$ cat config.mk
export PLATFORM = sky130hd
export DESIGN_NAME = rb2d_ctrl
export DESIGN_NICKNAME = d
export VERILOG_FILES = /design/src/rb2d_pkg.sv /design/src/rb2d_ctrl.sv
export SDC_FILE = /design/constraint.sdc
export NUM_CORES = 1
export LEC_CHECK = 0
export BUFFER_PORTS_ARGS = -buffer_cell sky130_fd_sc_hd__buf_2
export CAP_MARGIN = 25
export CORE_MARGIN = 2
export CORE_UTILIZATION = 34
export DETAILED_ROUTE_END_ITERATION = 12
export PLACE_DENSITY = 0.66
export SYNTH_ARGS = -nofsm -noshare
export SYNTH_HDL_FRONTEND = slang
export SYNTH_SLANG_ARGS = --single-unit
export TNS_END_PERCENT = 5
$ cat constraint.sdc
create_clock -name aclk -period 5.3 [get_ports aclk]
set_input_delay 0 -clock aclk [delete_from_list [all_inputs] [get_ports aclk]]
set_output_delay 0 -clock aclk [all_outputs]
set_load 0.1 [all_outputs]
$ cat src/rb2d_pkg.sv
// Shared types, command codes and fixed-point helpers for the 2D rigid body integrator.
// No dependencies.
package rb2d_pkg;

    typedef enum logic [3:0] {
        CMD_FORCE      = 4'd0,
        CMD_FORCE_AT   = 4'd1,
        CMD_TORQUE     = 4'd2,
        CMD_IMPULSE    = 4'd3,
        CMD_IMPULSE_AT = 4'd4,
        CMD_STEP       = 4'd5,
        CMD_INIT_POSE  = 4'd6,
        CMD_INIT_VEL   = 4'd7,
        CMD_RESET      = 4'd8
    } cmd_t;

    typedef enum logic [2:0] {
        REG_INV_MASS    = 3'd0,
        REG_INV_INERTIA = 3'd1,
        REG_GRAV_EN     = 3'd2,
        REG_GRAV_X      = 3'd3,
        REG_GRAV_Y      = 3'd4,
        REG_WORLD_W     = 3'd5,
        REG_WORLD_H     = 3'd6
    } reg_idx_t;

    // Multiplier operand select codes.
    typedef enum logic [3:0] {
        MA_RX, MA_RY, MA_VX, MA_VY, MA_TORQ, MA_FX, MA_FY, MA_MOM,
        MA_ACCX, MA_ACCY, MA_ACCA, MA_VELX, MA_VELY, MA_VELA
    } mula_t;

    typedef enum logic [2:0] {
        MB_VX, MB_VY, MB_IMASS, MB_IINER, MB_DT
    } mulb_t;

    // Destination of a rounded product.
    typedef enum logic [3:0] {
        D_NONE, D_T0, D_T1, D_ACCX, D_ACCY, D_ACCA, D_KX, D_KY, D_KA,
        D_VX_ADD, D_VY_ADD, D_VA_ADD, D_PX_ADD, D_PY_ADD, D_PA_ADD
    } dst_t;

    typedef enum logic [3:0] {
        S_IDLE, S_MUL, S_TORQ, S_KICK1, S_KICK2, S_WALL, S_OUT
    } state_t;

    typedef enum logic [2:0] {
        OP_NONE, OP_LATCH, OP_SIMPLE, OP_R, OP_TORQ_SUM, OP_KICK, OP_WALL
    } op_t;

    typedef struct packed {
        op_t    op;
        logic   mul_go;
        mula_t  mula;
        mulb_t  mulb;
        logic   shift17;
        dst_t   dst;
        logic   out_load;
    } rb2d_cmd_t;

    typedef struct packed {
        cmd_t   cmd;
        logic   mass_nz;
        logic   iner_nz;
        logic   mul_done;
    } rb2d_stat_t;

    function automatic logic signed [31:0] sat_add(input logic signed [31:0] a,
                                                   input logic signed [31:0] b);
        logic signed [32:0] s;
        s = 33'(a) + 33'(b);
        if (s > 33'sh07FFFFFFF) return 32'sh7FFFFFFF;
        if (s < -33'sh080000000) return 32'sh80000000;
        return s[31:0];
    endfunction

    function automatic logic signed [31:0] sat_sub(input logic signed [31:0] a,
                                                   input logic signed [31:0] b);
        logic signed [32:0] s;
        s = 33'(a) - 33'(b);
        if (s > 33'sh07FFFFFFF) return 32'sh7FFFFFFF;
        if (s < -33'sh080000000) return 32'sh80000000;
        return s[31:0];
    endfunction

endpackage

$ cat src/rb2d_ctrl.sv
// Command sequencer for the 2D rigid body integrator; issues multiplies one at a time.
// Depends on rb2d_pkg.
module rb2d_ctrl import rb2d_pkg::*; (
    input  logic       aclk,
    input  logic       aresetn,
    input  logic       in_valid,
    output logic       in_ready,
    output logic       out_valid,
    input  logic       out_ready,
    input  rb2d_stat_t stat,
    output rb2d_cmd_t  cmd
);
    state_t state_reg, state_next;
    logic [3:0] idx_reg, idx_next;
    logic       wait_reg, wait_next;
    logic       ov_reg, ov_next;

    // Step program: acc (3), kick (3), v+=k at the start of S_KICK2, pose (3), v+=k, walls.
    always_comb begin
        state_next = state_reg;
        idx_next   = idx_reg;
        wait_next  = wait_reg;
        ov_next    = ov_reg;
        cmd        = '{op: OP_NONE, mul_go: 1'b0, mula: MA_RX, mulb: MB_VX,
                       shift17: 1'b0, dst: D_NONE, out_load: 1'b0};
        in_ready   = 1'b0;
        if (ov_reg && out_ready) ov_next = 1'b0;
        unique case (state_reg)
            S_IDLE: begin
                in_ready = 1'b1;
                if (in_valid && in_ready) begin
                    cmd.op = OP_LATCH;
                    state_next = S_MUL;
                    idx_next = 4'd0;
                    wait_next = 1'b0;
                end
            end
            S_MUL: begin
                priority case (stat.cmd)
                    CMD_FORCE_AT, CMD_IMPULSE_AT: begin
                        cmd.op = OP_R;
                        state_next = S_TORQ;
                    end
                    CMD_IMPULSE: begin
                        state_next = stat.mass_nz ? S_TORQ : S_OUT;
                        idx_next = 4'd2;
                    end
                    CMD_STEP: begin
                        state_next = S_KICK1;
                    end
                    default: begin
                        cmd.op = OP_SIMPLE;
                        state_next = S_OUT;
                    end
                endcase
            end
            S_TORQ: begin
                // idx 0,1: torque products; 2,3: impulse linear; 4: angular impulse
                if (!wait_reg) begin
                    wait_next = 1'b1;
                    cmd.mul_go = 1'b1;
                    unique case (idx_reg)
                        4'd0: begin cmd.mula = MA_RX; cmd.mulb = MB_VY; cmd.dst = D_T0; end
                        4'd1: begin cmd.mula = MA_RY; cmd.mulb = MB_VX; cmd.dst = D_T1; end
                        4'd2: begin cmd.mula = MA_VX; cmd.mulb = MB_IMASS;
                                    cmd.dst = D_VX_ADD; end
                        4'd3: begin cmd.mula = MA_VY; cmd.mulb = MB_IMASS;
                                    cmd.dst = D_VY_ADD; end
                        default: begin cmd.mula = MA_TORQ; cmd.mulb = MB_IINER;
                                    cmd.dst = D_VA_ADD; end
                    endcase
                end else if (stat.mul_done) begin
                    wait_next = 1'b0;
                    unique case (idx_reg)
                        4'd0: begin cmd.dst = D_T0; idx_next = 4'd1; end
                        4'd1: begin
                            cmd.dst = D_T1;
                            cmd.op  = OP_TORQ_SUM;
                            if (stat.cmd == CMD_FORCE_AT) state_next = S_OUT;
                            else if (stat.mass_nz) idx_next = 4'd2;
                            else if (stat.iner_nz) idx_next = 4'd4;
                            else state_next = S_OUT;
                        end
                        4'd2: begin cmd.dst = D_VX_ADD; idx_next = 4'd3; end
                        4'd3: begin
                            cmd.dst = D_VY_ADD;
                            if (stat.cmd == CMD_IMPULSE_AT && stat.iner_nz) idx_next = 4'd4;
                            else state_next = S_OUT;
                        end
                        default: begin cmd.dst = D_VA_ADD; state_next = S_OUT; end
                    endcase
                end
            end
            S_KICK1: begin
                // idx 0..2 acc, 3..5 kick
                if (!wait_reg) begin
                    wait_next = 1'b1;
                    cmd.mul_go = 1'b1;
                    unique case (idx_reg)
                        4'd0: begin cmd.mula = MA_FX; cmd.mulb = MB_IMASS; cmd.dst = D_ACCX; end
                        4'd1: begin cmd.mula = MA_FY; cmd.mulb = MB_IMASS; cmd.dst = D_ACCY; end
                        4'd2: begin cmd.mula = MA_MOM; cmd.mulb = MB_IINER; cmd.dst = D_ACCA; end
                        4'd3: begin cmd.mula = MA_ACCX; cmd.mulb = MB_DT; cmd.shift17 = 1'b1;
                                    cmd.dst = D_KX; end
                        4'd4: begin cmd.mula = MA_ACCY; cmd.mulb = MB_DT; cmd.shift17 = 1'b1;
                                    cmd.dst = D_KY; end
                        default: begin cmd.mula = MA_ACCA; cmd.mulb = MB_DT;
                                    cmd.shift17 = 1'b1; cmd.dst = D_KA; end
                    endcase
                end else if (stat.mul_done) begin
                    wait_next = 1'b0;
                    unique case (idx_reg)
                        4'd0: cmd.dst = D_ACCX;
                        4'd1: cmd.dst = D_ACCY;
                        4'd2: cmd.dst = D_ACCA;
                        4'd3: cmd.dst = D_KX;
                        4'd4: cmd.dst = D_KY;
                        default: cmd.dst = D_KA;
                    endcase
                    if (idx_reg == 4'd5) begin
                        state_next = S_KICK2;
                        idx_next = 4'd0;
                    end else begin
                        idx_next = idx_reg + 4'd1;
                    end
                end
            end
            S_KICK2: begin
                // idx 0 applies the first kick, 1..3 drift products
                if (idx_reg == 4'd0) begin
                    cmd.op = OP_KICK;
                    idx_next = 4'd1;
                end else if (!wait_reg) begin
                    wait_next = 1'b1;
                    cmd.mul_go = 1'b1;
                    cmd.mulb = MB_DT;
                    unique case (idx_reg)
                        4'd1: begin cmd.mula = MA_VELX; cmd.dst = D_PX_ADD; end
                        4'd2: begin cmd.mula = MA_VELY; cmd.dst = D_PY_ADD; end
                        default: begin cmd.mula = MA_VELA; cmd.dst = D_PA_ADD; end
                    endcase
                end else if (stat.mul_done) begin
                    wait_next = 1'b0;
                    unique case (idx_reg)
                        4'd1: cmd.dst = D_PX_ADD;
                        4'd2: cmd.dst = D_PY_ADD;
                        default: cmd.dst = D_PA_ADD;
                    endcase
                    if (idx_reg == 4'd3) state_next = S_WALL;
                    else idx_next = idx_reg + 4'd1;
                end
            end
            S_WALL: begin
                if (idx_reg == 4'd3) begin
                    cmd.op = OP_KICK;
                    idx_next = 4'd4;
                end else begin
                    cmd.op = OP_WALL;
                    state_next = S_OUT;
                end
            end
            S_OUT: begin
                // The result register is loaded once the previous result has left.
                if (!ov_reg || out_ready) begin
                    cmd.out_load = 1'b1;
                    ov_next = 1'b1;
                    state_next = S_IDLE;
                end
            end
            default: state_next = S_IDLE;
        endcase
    end

    always_ff @(posedge aclk) begin
        if (!aresetn) begin
            state_reg <= S_IDLE;
            idx_reg   <= 4'd0;
            wait_reg  <= 1'b0;
            ov_reg    <= 1'b0;
        end else begin
            state_reg <= state_next;
            idx_reg   <= idx_next;
            wait_reg  <= wait_next;
            ov_reg    <= ov_next;
        end
    end

    assign out_valid = ov_reg;

    a_out_hold: assert property (@(posedge aclk) disable iff (!aresetn)
        out_valid && !out_ready |=> out_valid)
        else $error("result dropped while stalled");
    a_no_accept_busy: assert property (@(posedge aclk) disable iff (!aresetn)
        state_reg != S_IDLE |-> !in_ready)
        else $error("request accepted while busy");
    a_one_mul: assert property (@(posedge aclk) disable iff (!aresetn)
        cmd.mul_go |=> !cmd.mul_go)
        else $error("multiplier issued twice");
endmodule

; ---- Yosys cells after proc, flatten, opt, wreduce, memory -nomap -nowiden
; Index checks and enable logic that the tools add are counted.
[word_totals]
in_bits = 11
regBits = 10
wordCells = 139
[classes]
eq_ne = 40
reduce_logical = 16
mux = 78
add_sub_neg = 1
[ops]
columns = operator, n
row1 = $mux 4, 39
row2 = $pmux 7 s5, 1
row3 = $pmux 4 s4, 2
row4 = $eq 4x3->1 const B, 7
row5 = $ne 2x2->1 const B, 14
row6 = $pmux 4 s7, 1
row7 = $mux 8, 3
row8 = $pmux 4 s3, 2
row9 = $pmux 4 s6, 1
row10 = $pmux 6 s4, 1
row11 = $pmux 8 s3, 1
row12 = $eq 4x2->1 const B, 5
row13 = $pmux 4 s5, 1
row14 = $ne 3x3->1 const B, 6
row15 = $reduce_and 16->1, 1
row16 = $mux 3, 5
row17 = $pmux 3 s5, 1
row18 = $reduce_and 15->1, 1
row19 = $mux 1, 13
row20 = $eq 4x1->1 const B, 3
row21 = $ne 4x4->1 const B, 3
row22 = $mux 9, 1
row23 = $pmux 3 s3, 1
row24 = $logic_not 4->1, 2
row25 = 15 further kinds, 20

; ---- Longest topological paths before layout
; Gate-level depths: netlist (run 1).
[depth]
depth_word = 7
ltp_mapped = 8
ltp_nobuf = 7

; ---- Worst setup path before layout (run 1)
; OpenSTA, ideal clock, no wires.
[synth_timing]
path_kind = register to output
startpoint = reg idx_reg[0]
endpoint = out cmd[4] in the netlist's numbering
n_path_buf = 0
arrival_ns = 4.871
setup_slack_ns = 0.429
stages_incl_launch_ff = 5
path_cell_list = dfxtp_1 > ha_1 > nor3b_1 > a211oi_1 > o311ai_0
[synth_rtl]
columns = element, line_no
row1 = "start, declared", rb2d_ctrl.sv:14  ; logic [3:0] idx_reg, idx_next;
row2 = "start signal, assigned", rb2d_ctrl.sv:182  ; idx_reg <= idx_next;
row3 = "end, declared", rb2d_ctrl.sv:11  ; output rb2d_cmd_t cmd

==> out/metrics.yaml, run 1 <==
die:
  fp.coreArea_sq_um: 3940
  dieArea_sq_um: 4550
  ios: 30
  start_util_pct: 34.7
  num_rows: 23
  die_h_um: 67.5
  die_w_um: 67.5
yosys:
  synthSimpleGateAreaFrac_pct: 39.3
  syn_inst: 195
  synth_compound_area_share_pct: 34.5
  synth_top_family_by_area: "simple AND/OR/NAND/NOR gates"
  async_reset_ff_share_pct: 0
  ys_ff_latch: 9
  synthFlopType: "dfxtp_1"
  syn_nets: 210
  synth-edff-count: 0
  synthMuxAreaShare_pct: 2.29
  synth.avg_cell_area_sq_um: 7.02
  synthXorXnorAreaFrac_pct: 1.28
  yosys_warnings: 0
  yosysSeqAreaShare_pct: 13.2
  synthAdderAreaFrac_pct: 3.66
  syn_area_sq_um: 1370
  ys_types: 55
timing:
  fin_crit_ps: 2900
  slew_headroom_pct: 33.7
  finalMaxSlewViolations: 0
  setup_viol: 0
  hold_viol_final: 0
  final.setup.tns_ps: 0
  max_slew.worst_pin.slew_ps: 992
  rsz0062_at_grt: "no"
  fin_worst_skew_ps: 1.03
  clock.fmax_mhz: 344
  finalCritPeriodShare_pct: 54.8
drt:
  route.vias.total: 1570
  route.detailed.drc: 0
  drt_iter0_drc: 228
  via_per_inst: 5.92
  antenna_left: 0
  dr.pass1.iters: 4
  wirelength_mm: 3.92
  wl_per_cell_um: 14.8
worst_hold_path:
  hold_path.class: "in2reg"
  hold_start: "aresetn"
  hold_path_depth: 3
  worstHoldEndpoint: "state_reg[0]"
critical_path:
  cp_num_cells: 6
  cp-start-kind: "flop"
  arrival_ps: 2900
  cp_top_family: "simple AND/OR/NAND/NOR gates"
  end_kind: "output port"
  cp_num_buf_inv: 1
  cp_slowest_cell: "dfxtp_1"
  path_max_fanout: 27
  rrSetupSlack_ps: 2830
  crit_type: "reg2out"
  r2r-start: "idx_reg[0]"
  cp_cell_sequence: "or3b_1 > or3_1 > nand2_1 > a22oi_1 > o21ai_0 > buf_2"
  crit_path_max_incr_delay_ps: 860
  critPathRequiredTime_ps: 5300
  reg2reg_depth: 5
  r2r-end: "idx_reg[2]"
clock_tree:
  cts_setup_buffers: 0
  cts.sinks: 9
  clk_latency_ps: 230
  htreeDepth: 1
  clkSlewWorstSetupHoldPaths_ps: 40
  cts_resized: 0
  postCtsHoldBufs: 0
  cts_buffer_depth: 2
  cts_root_buf: "clkbuf_8"
  cts_tree: "yes"
  cts_buffers: 3
global_route:
  grtUsageMet2_pct: 28.8
  grt_use_met3_pct: 1.17
  grt_max_degree: 28
  grt_util_all_layers_pct: 18.4
  grt_pass1_vias: 1381
  met1_usage_pct: 25.6
  grt_remaining_overflow: 0
  antenna_found_initial: 0
  grt_pass1_wl_mm: 6.50
  busiest_layer: "met2"
finish:
  nets: 231
  syn_to_final_growth_pct: 14.0
  fin_cells: 265
  largest_reg_flops: 4
  post_route_cells_drive_above_1_share_pct: 20.9
  diodes: 0
  finalInstanceArea_sq_um: 1560
  n_fill_cell: 421
placement:
  dp.cells: 261
  dp_hpwl_mm: 3.01
  place_congestion: 0.959
  place_area_sq_um: 1520
  port_buffers: 29
status:
  outcome: "finished clean"
job:
  cap_violations: 0
synthesized netlist by cell type, types with 3 or more instances:
library cell / number / area share [%]
nor2_1: 23 / 6.3
nand2_1: 18 / 4.9
o21ai_0: 16 / 5.9
nor2b_1: 10 / 4.6
a21oi_1: 9 / 3.3
dfxtp_1: 9 / 13
nand2b_1: 8 / 3.7
nor3_1: 8 / 2.9
a211oi_1: 6 / 3.3
clkbuf_1: 6 / 1.6
inv_1: 5 / 1.4
buf_2: 4 / 1.5
ha_1: 4 / 3.7
nand3_1: 4 / 1.5
or3_1: 4 / 1.8
nor3b_1: 3 / 1.6
o221ai_1: 3 / 1.9
o22ai_1: 3 / 1.4
or3b_1: 3 / 1.9
or3b_2: 3 / 1.9
layer usage:
metal  part of all wire, %  wire [um]
met1                    46       1790
met5                     0          0
met3                   5.7        222
met2                    47       1830
met4                   1.7         66
worst min-delay path: stages:
cell and delay [ps]:
buf_2 140, nand2_1 70, mux2i_1 60
worst max path at each step:
stage                   to    startpoint  slack [ps]
floorplan           cmd[4]    idx_reg[0]         430
CTS                 cmd[1]  state_reg[2]        2440
global placement    cmd[1]  state_reg[2]        2690
global route        cmd[1]  state_reg[2]        2260
finish              cmd[1]  state_reg[2]        2400
detailed placement  cmd[1]  state_reg[2]        2690
layout make-up:
type | count | area (sq um) | share of cell area [%]
timing repair buffer | 29 | 145 | 9.30
multi-input combinational | 168 | 1110 | 71.1
clock buffer | 4 | 45.0 | 2.89
inverter | 5 | 18.8 | 1.20
sequential | 9 | 180 | 11.5
tap | 50 | 62.6 | 4.01
placed cells by master, fill, tap and decap left out, drive strengths merged, types with 5 or more instances in the layout:
master / Yosys / final
a211oi: 6 / 6
nor3b: 5 / 5
a21oi: 9 / 9
or3b: 6 / 6
nor3: 8 / 8
nor2b: 10 / 10
nand2: 18 / 18
buf: 7 / 29
dfxtp: 9 / 9
inv: 5 / 5
nor2: 23 / 23
nand2b: 8 / 8
o21ai: 16 / 16
cells by family (layout without fill, tap and decap cells):
kind of cell | Yosys count | count (layout)
AO/OA/AOI/OAI | 62 | 62
XOR/XNOR | 2 | 2
AND/OR/NAND/NOR | 97 | 97
flip-flops | 9 | 9
multiplexers | 3 | 3
buffers and inverters | 18 | 38
adder cells (fa/ha/maj) | 4 | 4
stage by stage:
step	hold slack (ps)	worst slack [ps]	util [%]
after global routing	105	2260	39.6
after detailed placement	338	2690	38.4
after global placement	335	2690	38.4
after CTS	94.6	2440	39.6
final	101	2400	39.6
after floorplan	145	429	-
Power of run 1 is left out: the tool's default activity adds up to more than one toggle a clock period on the data nets, which glitch-free logic cannot reach.
==> inputs of run 2 (changes only) <==
- ABC_AREA: not set -> 1
- clock period: 5.3 -> 2.8 ns (I/O delays scaled with it)
==> out/metrics.yaml, run 2 <==
yosys:
  async_reset_ff_share_pct: 0  # unchanged
  ys_top_cells_by_area: "nand2_1 (17%), dfxtp_1 (12%), nor2_1 (11%), nand3_1 (9.2%), inv_1 (8.0%)"
  syn_inst: 258  # +32%
  syn_area_sq_um: 1460  # +6.8%
  synthFlopType: "dfxtp_1"
  yosysSeqAreaShare_pct: 12.3  # -0.83 points
  syn_nets: 273  # +30%
  synth.most_common_cell: "nand2_1"
  ys_ff_latch: 9  # unchanged
  synth-edff-count: 0  # unchanged
  yosys_warnings: 0  # unchanged
  ys_types: 35  # -36%
  synth_top_area_cell: "nand2_1"
  synth.avg_cell_area_sq_um: 5.66  # -19%
  synth_commonest_cells: "nand2_1 (68), nor2_1 (42), inv_1 (31)"
  netlist.area_leader.share_pct: 17.5  # +4.3 points
finish:
  nets: 303  # +31%
  diodes: 0  # unchanged
  finalInstanceArea_sq_um: 1690  # +8.3%
  fin_cells: 337  # +27%
  post_route_cells_drive_above_1_share_pct: 24.0  # +3.1 points
  largest_reg_flops: 4  # unchanged
  layout_common_cells: "nand2_1 (68), nor2_1 (41), inv_1 (31), buf_2 (29), nand3_1 (27)"
  fin_util_pct: 41.7  # +2.1 points
  n_fill_cell: 460  # +9.3%
  layout.area.seq_sq_um: 180  # unchanged
  multi_input_area_sq_um: 1100  # -0.45%
  syn_to_final_growth_pct: 15.7
  layout_commonest_cell: "nand2_1"
critical_path:
  r2r-end: "state_reg[0]"
  crit_end: "cmd[4]"
  cp_num_cells: 8  # +2
  rrSetupSlack_ps: 1010  # -1820 ps
  cp-startpoint: "idx_reg[0]"
  critPathRequiredTime_ps: 2800  # -2500 ps
  reg2reg_depth: 10  # +5
  crit_type: "reg2out"
  path_max_fanout: 7  # -74%
  cp_top_family: "buffers and inverters"
  cp_slowest_cell: "buf_2"
  r2r-start: "idx_reg[0]"
  arrival_ps: 2210  # -690 ps
  end_kind: "output port"
  crit_path_max_incr_delay_ps: 450  # -410 ps
  cp-start-kind: "flop"
  cp_cell_sequence: "inv_1 > ha_1 > nand2_8 > clkinv_4 > nor2_4 > nand2_1 > o31ai_2 > buf_2"
  cp_num_buf_inv: 3  # +2
global_route:
  met1_usage_pct: 23.6  # -1.9 points
  busiest_layer: "met2"
  grt_use_met3_pct: 1.74  # +0.58 points
  antenna_found_initial: 0  # unchanged
  grtUsageMet2_pct: 26.8  # -2.0 points
  grt_pass1_vias: 1528  # +11%
  grt_remaining_overflow: 0  # unchanged
  grt_util_all_layers_pct: 16.7  # -1.7 points
  grt_max_degree: 10  # -64%
  grt_pass1_wl_mm: 6.82  # +4.9%
placement:
  port_buffers: 29  # unchanged
  dp.cells: 333  # +28%
  dp_hpwl_mm: 3.27  # +8.5%
  place_congestion: 0.932  # -2.8%
  place_area_sq_um: 1650  # +8.6%
worst_hold_path:
  hold_path.class: "in2reg"
timing:
  rsz0062_at_grt: "no"
  finalCritPeriodShare_pct: 78.9
  slew_headroom_pct: 67.6  # +34 points
  clock.fmax_mhz: 453
  finalMaxSlewViolations: 0  # unchanged
  max_slew.worst_pin.slew_ps: 489  # -503 ps
  fin_worst_skew_ps: 1.67  # +0.638 ps
  hold_slack_ps: 76.5  # -24.8 ps
  fin_crit_ps: 2210
  setup_viol: 0  # unchanged
  hold_viol_final: 0  # unchanged
drt:
  route.vias.total: 1681  # +7.1%
  wl_per_cell_um: 11.3  # -23%
  dr.pass1.iters: 4  # unchanged
  via_per_inst: 4.99  # -16%
  antenna_left: 0  # unchanged
  wirelength_mm: 3.82  # -2.5%
  drt_iter0_drc: 114  # -50%
  route.detailed.drc: 0  # unchanged
status:
  outcome: "finished clean"
die:
  die_h_um: 69.6  # +3.1%
  start_util_pct: 36.0  # +1.3 points
  ios: 30  # unchanged
  num_rows: 23  # unchanged
  dieArea_sq_um: 4840  # +6.4%
  fp.coreArea_sq_um: 4060  # +2.9%
  die_w_um: 69.6  # +3.1%
clock_tree:
  postCtsHoldBufs: 0  # unchanged
  clk_latency_ps: 230  # about the same
  cts_buffer_depth: 2  # unchanged
  cts_resized: 0  # unchanged
  cts_root_buf: "clkbuf_8"
  cts_tree: "yes"
  cts.sinks: 9  # unchanged
  htreeDepth: 1  # unchanged
  clkSlewWorstSetupHoldPaths_ps: 40  # about the same
  cts_buffers: 3  # unchanged
  cts_setup_buffers: 0  # unchanged
job:
  cap_violations: 0  # unchanged
run 2: cell types whose count changed after synthesis, moves of 5 or more:
| cell | change |
|---|---|
| a211oi_1 | -6 |
| nor2_2 | +7 |
| inv_2 | +6 |
| nor2b_1 | -10 |
| inv_1 | +26 |
| clkbuf_1 | -6 |
| nand4_1 | +5 |
| nand3_1 | +23 |
| nand2_1 | +50 |
| nor3_1 | -7 |
| nand2b_1 | -8 |
| nor2_1 | +19 |
run 2: worst min path at each step:
stage               from          to  slack (ps)  cells past startpoint
2_1_floorplan  out_ready   out_valid         220                      3
3_3_place_gp     aresetn   out_valid         310                      3
3_5_place_dp     aresetn   out_valid         320                      3
5_1_grt          aresetn  idx_reg[2]         100                      3
6_report         aresetn   out_valid          80                      3
4_1_cts          aresetn   out_valid          70                      3
run 2: through the flow:
stage / setup slack [ps] / setup TNS (ps)
floorplan: -394 / -459
global placement: 874 / 0
detailed placement: 837 / 0
CTS: 585 / 0
global route: 450 / 0
finish: 591 / 0
run 2: kinds of logic (layout without fill, tap and decap cells):
kind of cell | Yosys count | after routing | synth area share [%]
buffers and inverters | 43 | 72 | 12.7
flip-flops | 9 | 9 | 12.3
AO/OA/AOI/OAI | 32 | 32 | 13.4
AND/OR/NAND/NOR | 169 | 169 | 57.5
adder cells (fa/ha/maj) | 4 | 4 | 3.42
XOR/XNOR | 1 | 1 | 0.599
run 2: worst register-to-register path: cells and delay by family (launching register included):
| family | cells | cell delay (ps) |
|---|---|---|
| adders and majority gates | 1 | 300 |
| buffers and inverters | 2 | 200 |
| DFF | 1 | 430 |
| and+or+nand+nor | 7 | 760 |
run 2: layer usage:
layer,vias up,routed length (um)
li1,890,-
met3,2,209
met2,42,1730
met4,0,20
met1,747,1860
met5,-,0
run 2: final cells by class:
class	instances	share of cell area [%]
well taps	50	3.70
flip-flops and latches	9	10.7
inverters	39	9.10
repair buffers	29	8.59
clock buffers	4	2.66
multi-input cells	206	65.3
Power of run 2 is left out for the same reason.
